==> config.mk <==
export PLATFORM = sky130hd
export DESIGN_NAME = dual_temp_sensor_fusion_top
export DESIGN_NICKNAME = d
export VERILOG_FILES = /design/src/rtl/dtsf_pkg.sv /design/src/rtl/dual_temp_sensor_fusion_top.sv
export SDC_FILE = /design/constraint.sdc
export NUM_CORES = 1
export LEC_CHECK = 0
export BUFFER_PORTS_ARGS = -buffer_cell sky130_fd_sc_hd__buf_2
export CORE_ASPECT_RATIO = 0.75
export CORE_UTILIZATION = 40
export DETAILED_ROUTE_END_ITERATION = 7
export PLACE_DENSITY = 0.71
export SYNTH_ARGS = -nofsm -noshare
export SYNTH_HDL_FRONTEND = slang
export SYNTH_SLANG_ARGS = --single-unit
==> constraint.sdc <==
create_clock -name clk -period 11.3 [get_ports clk]
set_input_delay 0 -clock clk [delete_from_list [all_inputs] [get_ports clk]]
set_output_delay 0 -clock clk [all_outputs]
set_load 0.02 [all_outputs]
==> src/rtl/dtsf_pkg.sv <==
`default_nettype none
// ----------------------------------------------------------------------------
// dtsf_pkg
// Shared types, register map, reset values and sensor B conversions for the
// dual temperature sensor fusion block.
// ----------------------------------------------------------------------------
package dtsf_pkg;

	typedef enum logic [1:0] {
		MODE_A_READ = 2'd0,
		MODE_B_READ = 2'd1,
		MODE_FUSE   = 2'd2,
		MODE_NONE   = 2'd3
	} mode_t;

	localparam logic [2:0] REG_STALE_LIMIT  = 3'd0;
	localparam logic [2:0] REG_FAIL_LIMIT   = 3'd1;
	localparam logic [2:0] REG_B_TEMP_LOW   = 3'd2;
	localparam logic [2:0] REG_B_TEMP_HIGH  = 3'd3;
	localparam logic [2:0] REG_DOUBLE_CHECK = 3'd4;
	localparam logic [2:0] REG_AGREE_WINDOW = 3'd5;

	localparam logic [15:0]        RST_STALE_LIMIT  = 16'd2000;
	localparam logic [2:0]         RST_FAIL_LIMIT   = 3'd3;
	localparam logic signed [14:0] RST_B_TEMP_LOW   = -15'sd4000;
	localparam logic signed [14:0] RST_B_TEMP_HIGH  = 15'sd12500;
	localparam logic               RST_DOUBLE_CHECK = 1'b0;
	localparam logic [13:0]        RST_AGREE_WINDOW = 14'd200;

	localparam logic [2:0]         FAIL_SAT   = 3'd7;
	localparam logic signed [15:0] A_TEMP_MIN = -16'sd5000;
	localparam logic signed [15:0] A_TEMP_MAX = 16'sd15000;
	localparam logic signed [15:0] HUM_MAX    = 16'sd10000;

	typedef struct packed {
		logic [15:0]        b_hum_raw;
		logic [15:0]        b_temp_raw;
		logic signed [15:0] a_temp;
		logic               retry_ok;
		logic               read_ok;
		logic               ack_ok;
		logic [31:0]        now_ms;
	} item_t;

	typedef struct packed {
		logic               a_fault;
		logic               recovery_request;
		logic               humidity_present;
		logic               fused_valid;
		logic [13:0]        fused_humidity;
		logic signed [14:0] fused_temp;
	} result_t;

	// floor(x / 65535) for x below 2^31, via the 2^16 - 1 identity
	function automatic logic [15:0] div_65535(input logic [31:0] x);
		logic [31:0] s;
		s = x + {16'd0, x[31:16]} + 32'd1;
		return s[31:16];
	endfunction

	function automatic logic signed [14:0] b_temp_conv(input logic [15:0] raw);
		logic [15:0]        q;
		logic signed [15:0] t;
		q = div_65535({16'd0, raw} * 32'd17500 + 32'd32767);
		t = $signed({1'b0, q[14:0]}) - 16'sd4500;
		return t[14:0];
	endfunction

	function automatic logic [13:0] b_hum_conv(input logic [15:0] raw);
		logic [15:0]        q;
		logic signed [15:0] h;
		logic [13:0]        r;
		q = div_65535({16'd0, raw} * 32'd12500 + 32'd32767);
		h = $signed({1'b0, q[14:0]}) - 16'sd600;
		priority if (h > HUM_MAX) begin
			r = HUM_MAX[13:0];
		end else if (h < 16'sd0) begin
			r = 14'd0;
		end else begin
			r = h[13:0];
		end
		return r;
	endfunction

endpackage
`default_nettype wire

==> src/rtl/dual_temp_sensor_fusion_top.sv <==
`default_nettype none
// ----------------------------------------------------------------------------
// dual_temp_sensor_fusion_top
// Sensor A read supervision, sensor B conversion, validity caches and fusion
// of the two temperature readings, one result word per input word.
// ----------------------------------------------------------------------------
// channel   | direction | contents
// s_axis    | in        | tuser mode, tdata time, read outcomes, raw readings
// m_axis    | out       | tdata fused reading and status flags
// apb       | in/out    | six configuration registers at 4*index
//
// per word: input register, then all state and the result register update
// together when the word moves on; a word can be taken every cycle while m_axis is not stalled
// m_axis valid once the word has moved from the input register into the result register
// arst_n clears caches, counters, stored reading and registers to defaults
// a stalled m_axis holds the result while one more word waits in the input register
module dual_temp_sensor_fusion_top
	import dtsf_pkg::*;
(
	input  wire logic        clk,
	input  wire logic        arst_n,
	input  wire logic        s_axis_tvalid,
	output logic             s_axis_tready,
	// now_ms[31:0] ack_ok[32] read_ok[33] retry_ok[34] a_temp[50:35]
	// b_temp_raw[66:51] b_hum_raw[82:67] zero[87:83]
	input  wire logic [87:0] s_axis_tdata,
	// mode[1:0]
	input  wire logic [1:0]  s_axis_tuser,
	output logic             m_axis_tvalid,
	input  wire logic        m_axis_tready,
	// fused_temp[14:0] fused_humidity[28:15] fused_valid[29]
	// humidity_present[30] recovery_request[31] a_fault[32] zero[39:33]
	output logic [39:0]      m_axis_tdata,
	input  wire logic        psel,
	input  wire logic        penable,
	input  wire logic        pwrite,
	input  wire logic [4:0]  paddr,
	input  wire logic [31:0] pwdata,
	output logic [31:0]      prdata,
	output logic             pready
);

	logic [15:0]        stale_q;
	logic [2:0]         fail_limit_q;
	logic signed [14:0] b_low_q;
	logic signed [14:0] b_high_q;
	logic               dbl_q;
	logic [13:0]        agree_q;

	logic               s1_v_q;
	item_t              item_s1;
	logic [1:0]         s_axis_tuser_s1_q;
	mode_t              mode_s1;
	logic               fire;

	logic signed [14:0] a_temp_q, a_temp_d;
	logic               a_valid_q, a_valid_d;
	logic [31:0]        a_time_q, a_time_d;
	logic [2:0]         a_fail_q, a_fail_d;
	logic               a_fault_q, a_fault_d;
	logic signed [14:0] b_temp_q, b_temp_d;
	logic [13:0]        b_hum_q, b_hum_d;
	logic               b_valid_q, b_valid_d;
	logic [31:0]        b_time_q, b_time_d;
	logic signed [14:0] st_temp_q, st_temp_d;
	logic [13:0]        st_hum_q, st_hum_d;
	logic               st_valid_q, st_valid_d;
	logic               st_pres_q, st_pres_d;
	logic               recov_c;

	logic [2:0]         fail_inc;
	logic               at_limit;
	logic               a_ok_read;
	logic signed [14:0] bt_conv;
	logic [13:0]        bh_conv;
	logic               a_fresh;
	logic               b_fresh;
	logic signed [15:0] diff;
	logic [15:0]        adiff;
	logic signed [15:0] sum;

	result_t            res_c;
	logic               out_v_q;
	result_t            out_q;
	logic               cfg_wr;

	assign pready = 1'b1;
	assign cfg_wr = psel && penable && pwrite && pready;

	always_ff @(posedge clk or negedge arst_n) begin
		if (!arst_n) begin
			stale_q      <= RST_STALE_LIMIT;
			fail_limit_q <= RST_FAIL_LIMIT;
			b_low_q      <= RST_B_TEMP_LOW;
			b_high_q     <= RST_B_TEMP_HIGH;
			dbl_q        <= RST_DOUBLE_CHECK;
			agree_q      <= RST_AGREE_WINDOW;
		end else if (cfg_wr) begin
			unique case (paddr[4:2])
				REG_STALE_LIMIT:  stale_q      <= pwdata[15:0];
				REG_FAIL_LIMIT:   fail_limit_q <= pwdata[2:0];
				REG_B_TEMP_LOW:   b_low_q      <= pwdata[14:0];
				REG_B_TEMP_HIGH:  b_high_q     <= pwdata[14:0];
				REG_DOUBLE_CHECK: dbl_q        <= pwdata[0];
				REG_AGREE_WINDOW: agree_q      <= pwdata[13:0];
				default: ;
			endcase
		end
	end

	always_comb begin
		unique case (paddr[4:2])
			REG_STALE_LIMIT:  prdata = {16'd0, stale_q};
			REG_FAIL_LIMIT:   prdata = {29'd0, fail_limit_q};
			REG_B_TEMP_LOW:   prdata = 32'(b_low_q);
			REG_B_TEMP_HIGH:  prdata = 32'(b_high_q);
			REG_DOUBLE_CHECK: prdata = {31'd0, dbl_q};
			REG_AGREE_WINDOW: prdata = {18'd0, agree_q};
			default:          prdata = 32'd0;
		endcase
	end

	// handshake: input register moves on when the result register is free
	assign fire          = s1_v_q && (!out_v_q || m_axis_tready);
	assign s_axis_tready = !s1_v_q || fire;
	assign m_axis_tvalid = out_v_q;
	assign m_axis_tdata  = {7'd0, out_q};
	assign mode_s1       = mode_t'(s_axis_tuser_s1_q);

	always_ff @(posedge clk or negedge arst_n) begin
		if (!arst_n) begin
			s1_v_q <= 1'b0;
		end else if (s_axis_tready) begin
			s1_v_q <= s_axis_tvalid;
		end
	end

	always_ff @(posedge clk) begin
		if (s_axis_tready && s_axis_tvalid) begin
			item_s1           <= item_t'(s_axis_tdata[82:0]);
			s_axis_tuser_s1_q <= s_axis_tuser;
		end
	end

	assign fail_inc  = (a_fail_q == FAIL_SAT) ? FAIL_SAT : a_fail_q + 3'd1;
	assign at_limit  = fail_inc >= fail_limit_q;
	assign bt_conv   = b_temp_conv(item_s1.b_temp_raw);
	assign bh_conv   = b_hum_conv(item_s1.b_hum_raw);
	assign a_fresh   = a_valid_q && !a_fault_q
	                   && ((item_s1.now_ms - a_time_q) < {16'd0, stale_q});
	assign b_fresh   = b_valid_q && ((item_s1.now_ms - b_time_q) < {16'd0, stale_q});
	assign diff      = 16'(a_temp_q) - 16'(b_temp_q);
	assign adiff     = diff[15] ? 16'(-diff) : 16'(diff);
	assign sum       = 16'(a_temp_q) + 16'(b_temp_q);

	always_comb begin
		a_temp_d   = a_temp_q;
		a_valid_d  = a_valid_q;
		a_time_d   = a_time_q;
		a_fail_d   = a_fail_q;
		a_fault_d  = a_fault_q;
		b_temp_d   = b_temp_q;
		b_hum_d    = b_hum_q;
		b_valid_d  = b_valid_q;
		b_time_d   = b_time_q;
		st_temp_d  = st_temp_q;
		st_hum_d   = st_hum_q;
		st_valid_d = st_valid_q;
		st_pres_d  = st_pres_q;
		recov_c    = 1'b0;
		a_ok_read  = 1'b0;
		unique case (mode_s1)
			MODE_A_READ: begin
				if (!a_fault_q) begin
					priority if (!item_s1.ack_ok) begin
						a_fail_d = fail_inc;
						if (at_limit) begin
							a_fault_d = 1'b1;
						end
					end else if (!item_s1.read_ok) begin
						a_fail_d = fail_inc;
						if (at_limit) begin
							recov_c = 1'b1;
							if (item_s1.retry_ok) begin
								a_fail_d  = 3'd0;
								a_ok_read = 1'b1;
							end else begin
								a_fault_d = 1'b1;
							end
						end
					end else begin
						a_fail_d  = 3'd0;
						a_ok_read = 1'b1;
					end
					if (a_ok_read && item_s1.a_temp > A_TEMP_MIN
					    && item_s1.a_temp < A_TEMP_MAX) begin
						a_temp_d  = item_s1.a_temp[14:0];
						a_valid_d = 1'b1;
						a_time_d  = item_s1.now_ms;
					end else begin
						a_valid_d = 1'b0;
					end
				end
			end
			MODE_B_READ: begin
				if (item_s1.ack_ok && item_s1.read_ok && bt_conv >= b_low_q
				    && bt_conv <= b_high_q) begin
					b_temp_d  = bt_conv;
					b_hum_d   = bh_conv;
					b_valid_d = 1'b1;
					b_time_d  = item_s1.now_ms;
				end else begin
					b_valid_d = 1'b0;
				end
			end
			MODE_FUSE: begin
				priority if (b_fresh) begin
					if (a_fresh && adiff < {2'd0, agree_q} && dbl_q) begin
						st_temp_d = sum[15:1];
					end else begin
						st_temp_d = b_temp_q;
					end
					st_hum_d   = b_hum_q;
					st_valid_d = 1'b1;
					st_pres_d  = 1'b1;
				end else if (a_fresh) begin
					st_temp_d  = a_temp_q;
					st_hum_d   = 14'd0;
					st_valid_d = 1'b1;
					st_pres_d  = 1'b0;
				end else begin
				end
			end
			MODE_NONE: ;
		endcase

		// b cache stands in when nothing has been stored yet
		if (!st_valid_d && b_valid_d) begin
			res_c.fused_temp       = b_temp_d;
			res_c.fused_humidity   = b_hum_d;
			res_c.fused_valid      = 1'b1;
			res_c.humidity_present = 1'b1;
		end else begin
			res_c.fused_temp       = st_temp_d;
			res_c.fused_humidity   = st_hum_d;
			res_c.fused_valid      = st_valid_d;
			res_c.humidity_present = st_pres_d;
		end
		res_c.recovery_request = recov_c;
		res_c.a_fault          = a_fault_d;
	end

	always_ff @(posedge clk or negedge arst_n) begin
		if (!arst_n) begin
			a_temp_q   <= '0;
			a_valid_q  <= 1'b0;
			a_time_q   <= '0;
			a_fail_q   <= '0;
			a_fault_q  <= 1'b0;
			b_temp_q   <= '0;
			b_hum_q    <= '0;
			b_valid_q  <= 1'b0;
			b_time_q   <= '0;
			st_temp_q  <= '0;
			st_hum_q   <= '0;
			st_valid_q <= 1'b0;
			st_pres_q  <= 1'b0;
		end else if (fire) begin
			a_temp_q   <= a_temp_d;
			a_valid_q  <= a_valid_d;
			a_time_q   <= a_time_d;
			a_fail_q   <= a_fail_d;
			a_fault_q  <= a_fault_d;
			b_temp_q   <= b_temp_d;
			b_hum_q    <= b_hum_d;
			b_valid_q  <= b_valid_d;
			b_time_q   <= b_time_d;
			st_temp_q  <= st_temp_d;
			st_hum_q   <= st_hum_d;
			st_valid_q <= st_valid_d;
			st_pres_q  <= st_pres_d;
		end
	end

	always_ff @(posedge clk or negedge arst_n) begin
		if (!arst_n) begin
			out_v_q <= 1'b0;
		end else if (fire) begin
			out_v_q <= 1'b1;
		end else if (m_axis_tready) begin
			out_v_q <= 1'b0;
		end
	end

	always_ff @(posedge clk) begin
		if (fire) begin
			out_q <= res_c;
		end
	end

`ifndef SYNTHESIS
	a_fault_sticky: assert property (@(posedge clk) disable iff (!arst_n)
		a_fault_q |=> a_fault_q)
		else $error("sensor A fault flag cleared");

	stored_pres_needs_valid: assert property (@(posedge clk) disable iff (!arst_n)
		!st_valid_q |-> !st_pres_q)
		else $error("stored humidity present without valid reading");

	recovery_outcome: assert property (@(posedge clk) disable iff (!arst_n)
		fire && recov_c |=> (a_fail_q == 3'd0) || a_fault_q)
		else $error("recovery left failure count pending");

	a_cache_range: assert property (@(posedge clk) disable iff (!arst_n)
		a_valid_q |-> (16'(a_temp_q) > A_TEMP_MIN) && (16'(a_temp_q) < A_TEMP_MAX))
		else $error("sensor A cache holds out of range temperature");
`endif

endmodule
`default_nettype wire
==> qor.yml, run 1 <==
cells_and_area:
  layout_commonest_cell: "inv_1"
  final_nets: 4400
  n_antenna_cell: 0
  synthToLayoutAreaGrowth_pct: 16.34
  drive_gt1_frac: 0.1364
  final_cells: 4829
  final_cell_mix: "412 x inv_1, 389 x ha_1, 342 x nand2_1, 281 x o21ai_0, 189 x dfrtp_1"
  final_area_um2: 35940
  fillers: 7183
sta:
  tns_ns: 0
  worstMarginPinSlew_ns: 1.177
  fin_skew_ns: 0.03270
  maxSlewViolCount: 0
  hold_viol_final: 0
  max_freq_ghz: 0.09117
  min_period_ns: 10.97
  relSlewSlack: 0.2125
  period_share: 0.9706
  finalSetupViolCount: 0
floorplanning:
  initial_utilization: 0.4077
  core_area_um2: 75760
  num_rows: 87
  dieArea_um2: 78350
  die_h_um: 242.7
  fp.dieW_um: 322.9
  io_pins: 209
drt:
  route.detailed.drc: 0
  first_pass_iters: 6
  drt_iter0_drc: 2188
  viasPerCell: 5.483
  drtAntennaViolNets: 0
  wl_per_cell_um: 17.87
  drt-total-wl_um: 86270
  vias: 26480
clock_network:
  cts_tree: "done"
  clk_latency_ns: 0.59
  clk_pin_slew_ns: 0.07
  cts_buffer_depth: 3
  numCtsBuffers: 38
  htree_levels: 2
  cts.sinks: 329
  cts_root_buffer: "clkbuf_16"
critical_path:
  slowest_delay_ns: 0.50
  crit_fanout: 7
  cp.required_ns: 11.66
  startpoint: "item_s1[63]"
  path_buf_inv: 6
  critPathArrivalTime_ns: 11.33
  crit_slowest_cell: "fa_1"
  worstReg2RegEnd: "m_axis_tdata[11]"
  cp_top_family: "compound AO/OA/AOI/OAI gates"
  cpMostUsedCell: "a21o_1"
  crit_end: "m_axis_tdata[11]"
  r2r-start: "item_s1[63]"
  ff2ff_path_depth: 48
  crit_cells: 48
  crit_path_start_kind: "flop"
  cp-end-kind: "flop"
  r2r_slack_ns: 0.33
  worstSetupPathType: "flop to flop"
run_status:
  status: "completed"
synthesis:
  synthCells: 3472
  synth_edf_count: 118
  ys_seq_area_frac: 0.2865
  ys_ff_latch: 329
  synth.distinct_cells: 108
  synth.top_cell.area_share: 0.1608
  synth_area_leader_cell: "ha_1"
  async_flop_share: 0.6413
  yosys_warnings: 0
  avgSynthCellArea_um2: 8.897
  ys.flop_type: "dfrtp_1"
  synthesis.area_um2: 30890
  synth.area.top_cells: "ha_1 16%, dfrtp_1 15%, edfxtp_1 11%"
hold_path:
  hp-class: "input port to flop"
job:
  maxCapViolCount: 0
placement:
  placed_cell_area_um2: 33090
  place_inst: 4628
  dp_hpwl_um: 66840
  gp_congestion: 0.9852
  port_buffers: 177
grt:
  grt_use_total: 0.2176
  grt_max_degree: 81
  antenna_found_initial: 3
  grt_pass1_vias: 25100
  grt_pass1_wl_um: 136800
  grt-ovfl-total: 0
registers in the layout, summed over array words and instances (netlist names), 2 cells and up:
| name | cells |
|---|---|
| agree_q | 14 |
| a_time_q | 32 |
| b_high_q | 15 |
| b_hum_q | 14 |
| fail_limit_q | 3 |
| a_temp_q | 15 |
| m_axis_tdata | 33 |
| st_temp_q | 15 |
| a_fail_q | 3 |
| stale_q | 16 |
| b_low_q | 15 |
| item_s1 | 83 |
| mode_s1 | 2 |
| b_temp_q | 15 |
| b_time_q | 32 |
| st_hum_q | 14 |
per-stage QoR:
stage,setup slack [ns],util,hold WS [ns]
finish,0.3318,0.4743,0.1125
global route,-0.1086,0.4743,0.1178
CTS,0.02970,0.4689,0.07942
detailed placement,-0.2890,0.4367,0.01279
global placement,0.1057,0.4367,0.003714
floorplan,0.2652,-,-0.2956
cells in the mapped netlist (72+ instances only):
| cell type | count |
|---|---|
| o21ai_0 | 286 |
| edfxtp_1 | 118 |
| fa_1 | 93 |
| nand2_1 | 344 |
| nor2_1 | 167 |
| a21o_1 | 87 |
| inv_1 | 413 |
| nor3_1 | 72 |
| clkbuf_1 | 75 |
| dfrtp_1 | 189 |
| ha_1 | 397 |
| xnor2_1 | 107 |
| a21oi_1 | 171 |
worst min-delay path by stage:
| stage | from | to | slack [ns] | cells past startpoint |
|---|---|---|---|---|
| detailed placement | arst_n | a_time_q[6] | 0.01 | 1 |
| CTS | penable | dbl_q | 0.08 | 4 |
| global route | s_axis_tdata[70] | item_s1[70] | 0.12 | 2 |
| finish | penable | dbl_q | 0.11 | 4 |
| floorplan | arst_n | a_fail_q[0] | -0.30 | 0 |
| global placement | arst_n | a_time_q[6] | 0.004 | 1 |
layer usage:
metal	up-vias	routed length, um	share of wire	track usage
li1	12950	-	-	-
met1	12680	41490	0.48	0.3205
met2	731	37270	0.43	0.3305
met3	115	5612	0.065	0.03546
met4	0	1904	0.022	0.05032
met5	-	0	0	0
what timing repair did:
action	in CTS	in global routing
setup buffers	3	21
hold buffers	107	0
pin swaps	2	20
resized for setup	8	60
endpoints found under the setup margin	78	93
endpoints found under the hold margin	242	0
cloned	0	0
final cells by class:
type	instances	area, um2	share of cell area
flip-flops and latches	329	8851	0.2463
inverters	415	1558	0.04335
well taps	1023	1280	0.03562
repair buffers	373	2674	0.07440
multi-input cells	2619	20270	0.5642
clock buffers	48	1060	0.02949
clock inverters	22	240.2	0.006685
tightest hold or removal path, cell delays in order:
cell and delay [ns]:
buf_2 0.09, nand3_1 0.24, nor3b_1 0.11, mux2_2 0.22
kinds of logic after synthesis:
group	count (synthesis)	share of synthesized area
mux	73	0.02552
simple gates	976	0.1581
flops	329	0.2865
fa+ha+maj	490	0.2211
other cells	2	0.0002431
buf+inv	530	0.06862
compound gates	919	0.1965
xor+xnor	153	0.04338
Power of run 1 is not shown: default switching activity piles up to over one toggle a cycle in this logic, so the estimate is an artifact.
==> run 2, diff against run 1 <==
--- a/config.mk
+++ b/config.mk
@@ -9,7 +9,7 @@
 export CORE_ASPECT_RATIO = 0.75
 export CORE_UTILIZATION = 40
 export DETAILED_ROUTE_END_ITERATION = 7
-export PLACE_DENSITY = 0.71
+export PLACE_DENSITY = 0.69
 export SYNTH_ARGS = -nofsm -noshare
 export SYNTH_HDL_FRONTEND = slang
 export SYNTH_SLANG_ARGS = --single-unit
==> constraint.sdc (replaced) <==
create_clock -name clk -period 11 [get_ports clk]
set_input_delay 0 -clock clk [delete_from_list [all_inputs] [get_ports clk]]
set_output_delay 0 -clock clk [all_outputs]
set_load 0.02 [all_outputs]
==> run 2 against run 1 <==
Compared with the run above: via count up 1.4%; die area unchanged; sequential share of layout area down 0.43 points; core utilization up 0.85 points; sequential cell count unchanged; global-route usage up 0.40 points; count of clock-buffer cells in the layout up 4; routed wire length up 1.7%; highest routed layer is now met5; cell area up 1.8%; critical endpoint is now m_axis_tdata[15].
==> qor.yml, run 2 (synthesized netlist as in run 1, its figures left out) <==
grt:
  grt_max_degree: 86  # +6.2%
  grt_use_met2: 0.3353  # +0.004734
  grt_pass1_vias: 25720  # +2.5%
  grt_pass1_wl_um: 138800  # +1.4%
  grtUsageMet3: 0.04998  # +0.01452
  busiest_layer: "met2"
  grt_use_total: 0.2216  # +0.003953
  antenna_found_initial: 3  # unchanged
  grt-ovfl-total: 0  # unchanged
  grt_use_met1: 0.3154  # -0.005047
critical_path:
  critPathArrivalTime_ns: 10.99  # -0.34 ns
  r2r_slack_ns: 0.34  # about the same
  crit_slowest_cell: "fa_1"
  cp_top_family: "compound AO/OA/AOI/OAI gates"
  worstSetupPathType: "flop to flop"
  ff2ff_path_depth: 50  # +4.2%
  crit_end: "m_axis_tdata[15]"
  worstReg2RegEnd: "m_axis_tdata[15]"
  crit_path_start_kind: "flop"
  crit_fanout: 8  # +1
  r2r-start: "item_s1[61]"
  startpoint: "item_s1[61]"
  slowest_delay_ns: 0.54  # +0.04 ns
  cp.required_ns: 11.32  # -0.34 ns
  path_buf_inv: 8  # +2
  cp-end-kind: "flop"
  crit_cells: 50  # +4.2%
sta:
  fin_skew_ns: 0.02874  # -0.003959 ns
  min_period_ns: 10.66  # -0.3032 ns
  tns_ns: 0  # unchanged
  maxSlewViolCount: 0  # unchanged
  period_share: 0.9695  # -0.001095
  relSlewSlack: 0.1904  # -0.02210
  max_freq_ghz: 0.09376  # +2.8%
  finalSetupViolCount: 0  # unchanged
  worstMarginPinSlew_ns: 1.210  # +0.03303 ns
  hold_viol_final: 0  # unchanged
run_status:
  status: "completed"
clock_network:
  clk_pin_slew_ns: 0.06  # about the same
  cts.sinks: 329  # unchanged
  cts_buffer_depth: 3  # unchanged
  cts_tree: "done"
  numCtsBuffers: 38  # unchanged
  clk_latency_ns: 0.59  # about the same
  cts_root_buffer: "clkbuf_16"
  htree_levels: 2  # unchanged
cells_and_area:
  regMostFlops: "item_s1"
  final_cells: 4885  # +1.2%
  ff_latch_area_um2: 8851  # unchanged
  largest_reg_flops: 83  # unchanged
  final_nets: 4456  # +1.3%
  fillers: 7238  # +0.77%
  fin_util: 0.4828  # +0.008472
  drive_gt1_frac: 0.1574  # +0.02107
  multi_input_area_um2: 20500  # +1.1%
  n_antenna_cell: 0  # unchanged
  layout_commonest_cell: "inv_1"
  synthToLayoutAreaGrowth_pct: 18.42
  final_cell_mix: "410 x inv_1, 383 x ha_1, 342 x nand2_1, 277 x o21ai_0, 189 x dfrtp_1"
drt:
  vias: 26850  # +1.4%
  wl_per_cell_um: 17.96  # +0.53%
  drtAntennaViolNets: 0  # unchanged
  viasPerCell: 5.497  # +0.26%
  drt-total-wl_um: 87740  # +1.7%
  first_pass_iters: 6  # unchanged
  drt_iter0_drc: 2239  # +2.3%
  route.detailed.drc: 0  # unchanged
placement:
  place_inst: 4673  # +0.97%
  gp_congestion: 0.9321  # -5.4%
  port_buffers: 177  # unchanged
  dp_hpwl_um: 68000  # +1.7%
job:
  maxCapViolCount: 0  # unchanged
floorplanning:
  initial_utilization: 0.4077  # unchanged
  num_rows: 87  # unchanged
  die_h_um: 242.7  # unchanged
  io_pins: 209  # unchanged
  core_area_um2: 75760  # unchanged
  dieArea_um2: 78350  # unchanged
  fp.dieW_um: 322.9  # unchanged
hold_path:
  hp-class: "input port to asynchronous set/reset pin"
-- run 2: cell types whose count changed in the layout (fill, tap and decap cells not counted), moves of 3 or more --
cell / before / now
ha_4: 4 / 10
xor2_1: 44 / 41
nand3_2: 1 / 6
buf_6: 1 / 4
o21ai_2: 2 / 5
xor2_2: 2 / 5
ha_1: 389 / 383
a21oi_1: 164 / 159
a21oi_2: 6 / 11
nand3_1: 61 / 56
o21ai_0: 281 / 277
buf_4: 86 / 140
-- run 2: per-layer routing --
metal,share of wire,vias to the layer above
li1,-,13030
met1,0.47,12880
met2,0.43,816
met3,0.075,126
met4,0.024,4
met5,0.00025,-
-- run 2: how the worst min path moves through the flow --
stage,from,to,slack [ns],depth (start not counted)
after floorplan,arst_n,a_fail_q[0],-0.30,0
after global placement,arst_n,a_time_q[6],0.07,1
after detailed placement,arst_n,a_time_q[8],0.07,1
after CTS,arst_n,a_time_q[8],0.03,2
after global routing,arst_n,a_time_q[8],0.07,2
final,arst_n,a_time_q[8],0.02,2
-- run 2: metrics by stage --
step / worst slack, ns / cell area (um2) / hold WS [ns]
finish: 0.3350 / 36580 / 0.01814
global route: -0.09401 / 36580 / 0.07048
CTS: 0.008602 / 35900 / 0.03418
detailed placement: -0.3353 / 33440 / 0.06794
global placement: -0.05095 / 33440 / 0.07450
floorplan: 0.007414 / 30910 / -0.2956
-- run 2: final cells by class --
type | instances | share of cell area
clock buffers | 52 | 0.03055
clock inverters | 18 | 0.004584
inverters | 415 | 0.04259
multi-input cells | 2619 | 0.5605
flip-flops and latches | 329 | 0.2420
well taps | 1023 | 0.03499
repair buffers | 429 | 0.08483
-- run 2: timing repair --
action                                 CTS  global route
endpoints found under the hold margin  255             0
setup endpoints to repair               88            93
gates resized for setup                 17            94
pin swaps                                7            58
setup buffers                            8            29
hold buffers                           105             0
Power of run 2 is left out for the same reason.
==> run 3, diff against run 2 <==
--- a/config.mk
+++ b/config.mk
@@ -5,11 +5,11 @@
 export SDC_FILE = /design/constraint.sdc
 export NUM_CORES = 1
 export LEC_CHECK = 0
-export BUFFER_PORTS_ARGS = -buffer_cell sky130_fd_sc_hd__buf_2
 export CORE_ASPECT_RATIO = 0.75
-export CORE_UTILIZATION = 40
+export CORE_UTILIZATION = 60
 export DETAILED_ROUTE_END_ITERATION = 7
-export PLACE_DENSITY = 0.69
+export DONT_BUFFER_PORTS = 1
+export PLACE_DENSITY = 0.88
 export SYNTH_ARGS = -nofsm -noshare
 export SYNTH_HDL_FRONTEND = slang
 export SYNTH_SLANG_ARGS = --single-unit
==> constraint.sdc (replaced) <==
create_clock -name clk -period 12.98 [get_ports clk]
set_input_delay 0 -clock clk [delete_from_list [all_inputs] [get_ports clk]]
set_output_delay 0 -clock clk [all_outputs]
set_load 0.02 [all_outputs]
==> run 3 against run 2 <==
Compared with the run above: the flow now finishes with violations (design-rule violations, negative hold slack, max-slew violations); sequential cell count did not move; final cell count is 13% lower; highest routed layer unchanged; first-iteration DRC count up 37%; register-to-register slack gained 0.14 ns; cell area shrank 7.0%.
==> qor.yml, run 3 (synthesized netlist as in run 1, its figures left out) <==
clock_network:
  clk_latency_ns: 0.58  # about the same
  clk_pin_slew_ns: 0.07  # about the same
  numCtsBuffers: 36  # -5.3%
  cts_buffer_depth: 3  # unchanged
  cts_root_buffer: "clkbuf_16"
  cts.sinks: 329  # unchanged
  cts_tree: "done"
  htree_levels: 2  # unchanged
drt:
  drt-total-wl_um: 86000  # -2.0%
  drt_iter0_drc: 3078  # +37%
  vias: 26850  # -0.0037%
  route.detailed.drc: 8  # +8
  wl_per_cell_um: 20.30  # +13%
  drtAntennaViolNets: 0  # unchanged
  viasPerCell: 6.339  # +15%
  first_pass_iters: 8  # +2
critical_path:
  crit_path_start_kind: "flop"
  worstSetupPathType: "flop to flop"
  cpMostUsedCell: "ha_1"
  crit_fanout: 32  # +24
  ff2ff_path_depth: 46  # -8.0%
  worstReg2RegEnd: "m_axis_tdata[26]"
  crit_slowest_cell: "xnor2_1"
  cp-end-kind: "flop"
  slowest_delay_ns: 0.77  # +0.23 ns
  r2r_slack_ns: 0.48  # +0.14 ns
  critPathArrivalTime_ns: 12.86  # +1.87 ns
  r2r-start: "item_s1[54]"
  cp.required_ns: 13.34  # +2.02 ns
placement:
  port_buffers: 0  # -100%
  dpl_worst_slack_ns: 0.8032  # +1.138 ns
  gp_congestion: 0.9623  # +3.2%
  dp_hpwl_um: 63580  # -6.5%
  place_inst: 4040  # -14%
cells_and_area:
  drive_gt1_frac: 0.06600  # -0.09144
  regMostFlops: "item_s1"
  layout_commonest_cell: "inv_1"
  final_nets: 4172  # -6.4%
  largest_reg_flops: 83  # unchanged
  final_cell_mix: "412 x inv_1, 397 x ha_1, 344 x nand2_1, 286 x o21ai_0, 189 x dfrtp_1"
  final_cells: 4236  # -13%
  synthToLayoutAreaGrowth_pct: 10.10
run_status:
  violations: "design-rule violations, negative hold slack, max-slew violations"
  status: "finished with violations"
floorplanning:
  core_area_um2: 50460  # -33%
  io_pins: 209  # unchanged
  dieArea_um2: 52400  # -33%
  initial_utilization: 0.6122  # +0.2045
  die_h_um: 198.5  # -18%
  num_rows: 71  # -18%
  fp.dieW_um: 264  # -18%
job:
  maxCapViolCount: 0  # unchanged
sta:
  min_period_ns: 12.50  # +1.836 ns
  worstMarginPinSlew_ns: 1.516  # +0.3060 ns
  relSlewSlack: -0.01063  # -0.2010
  finalSetupViolCount: 0  # unchanged
  fin_skew_ns: 0.02331  # -0.005435 ns
  maxSlewViolCount: 48  # +48
  setup_slack_ns: 0.4792  # +0.1442 ns
  hold_viol_final: 9  # +9
  max_freq_ghz: 0.08000  # -15%
  period_share: 0.9631  # -0.006466
  whs_ns: -0.02922  # -0.04736 ns
hold_path:
  hp-class: "input port to asynchronous set/reset pin"
grt:
  grt_use_met1: 0.4566  # +0.1411
  grt_max_degree: 212  # +150%
  grtUsageMet3: 0.06908  # +0.01910
  grt-ovfl-total: 0  # unchanged
  grt_use_total: 0.3243  # +0.1028
  grt_use_met2: 0.4990  # +0.1638
  grt_pass1_vias: 25220  # -1.9%
  busiest_layer: "met2"
  antenna_found_initial: 3  # unchanged
  grt_pass1_wl_um: 136100  # -1.9%
==> run 3: layout make-up <==
| cell class | count | area [um2] |
|---|---|---|
| clock buffers | 47 | 1036 |
| repair buffers | 147 | 1449 |
| fillers | 3820 | 16450 |
| inverters | 415 | 1558 |
| multi-input cells | 2619 | 20020 |
| flip-flops and latches | 329 | 8851 |
| diodes | 3 | 7.507 |
| well taps | 657 | 822.0 |
| clock inverters | 19 | 269.0 |
==> run 3: worst max path at each step <==
stage | endpoint | start | depth (start not counted) | slack (ns)
6_report | m_axis_tdata[26] | item_s1[54] | 46 | 0.48
5_1_grt | m_axis_tdata[18] | item_s1[54] | 48 | -0.04
4_1_cts | m_axis_tdata[26] | item_s1[60] | 46 | 0.73
3_5_place_dp | m_axis_tdata[26] | item_s1[60] | 46 | 0.80
3_3_place_gp | m_axis_tdata[26] | item_s1[65] | 49 | 0.97
2_1_floorplan | m_axis_tdata[23] | item_s1[64] | 49 | 1.95
==> run 3: metal layers <==
layer | wire, um | share of wire
met5 | 15 | 0.00017
met4 | 2633 | 0.031
met3 | 9244 | 0.11
met2 | 37260 | 0.43
met1 | 36850 | 0.43
==> run 3: repair_timing <==
action	CTS	global route
endpoints found under the hold margin	398	0
endpoints found under the setup margin	0	10
hold buffers	118	0
resized for setup	0	3
setup buffers	0	9
==> run 3: per-stage QoR <==
step | TNS [ns] | utilization | cell area, um2
global route | -0.09082 | 0.6738 | 34000
global placement | 0 | 0.6225 | 31410
finish | 0 | 0.6740 | 34010
floorplan | 0 | - | 30910
CTS | 0 | 0.6722 | 33920
detailed placement | 0 | 0.6225 | 31410
==> run 3: worst max-delay path, delay by kind of cell, from the launching register on <==
family	cells	cell delay [ns]
fa+ha+maj	8	3.09
simple gates	7	1.96
mux	1	0.26
xor+xnor	3	1.27
buf+inv	4	0.58
flops	1	0.53
compound gates	23	4.61
Power of run 3 is left out for the same reason.
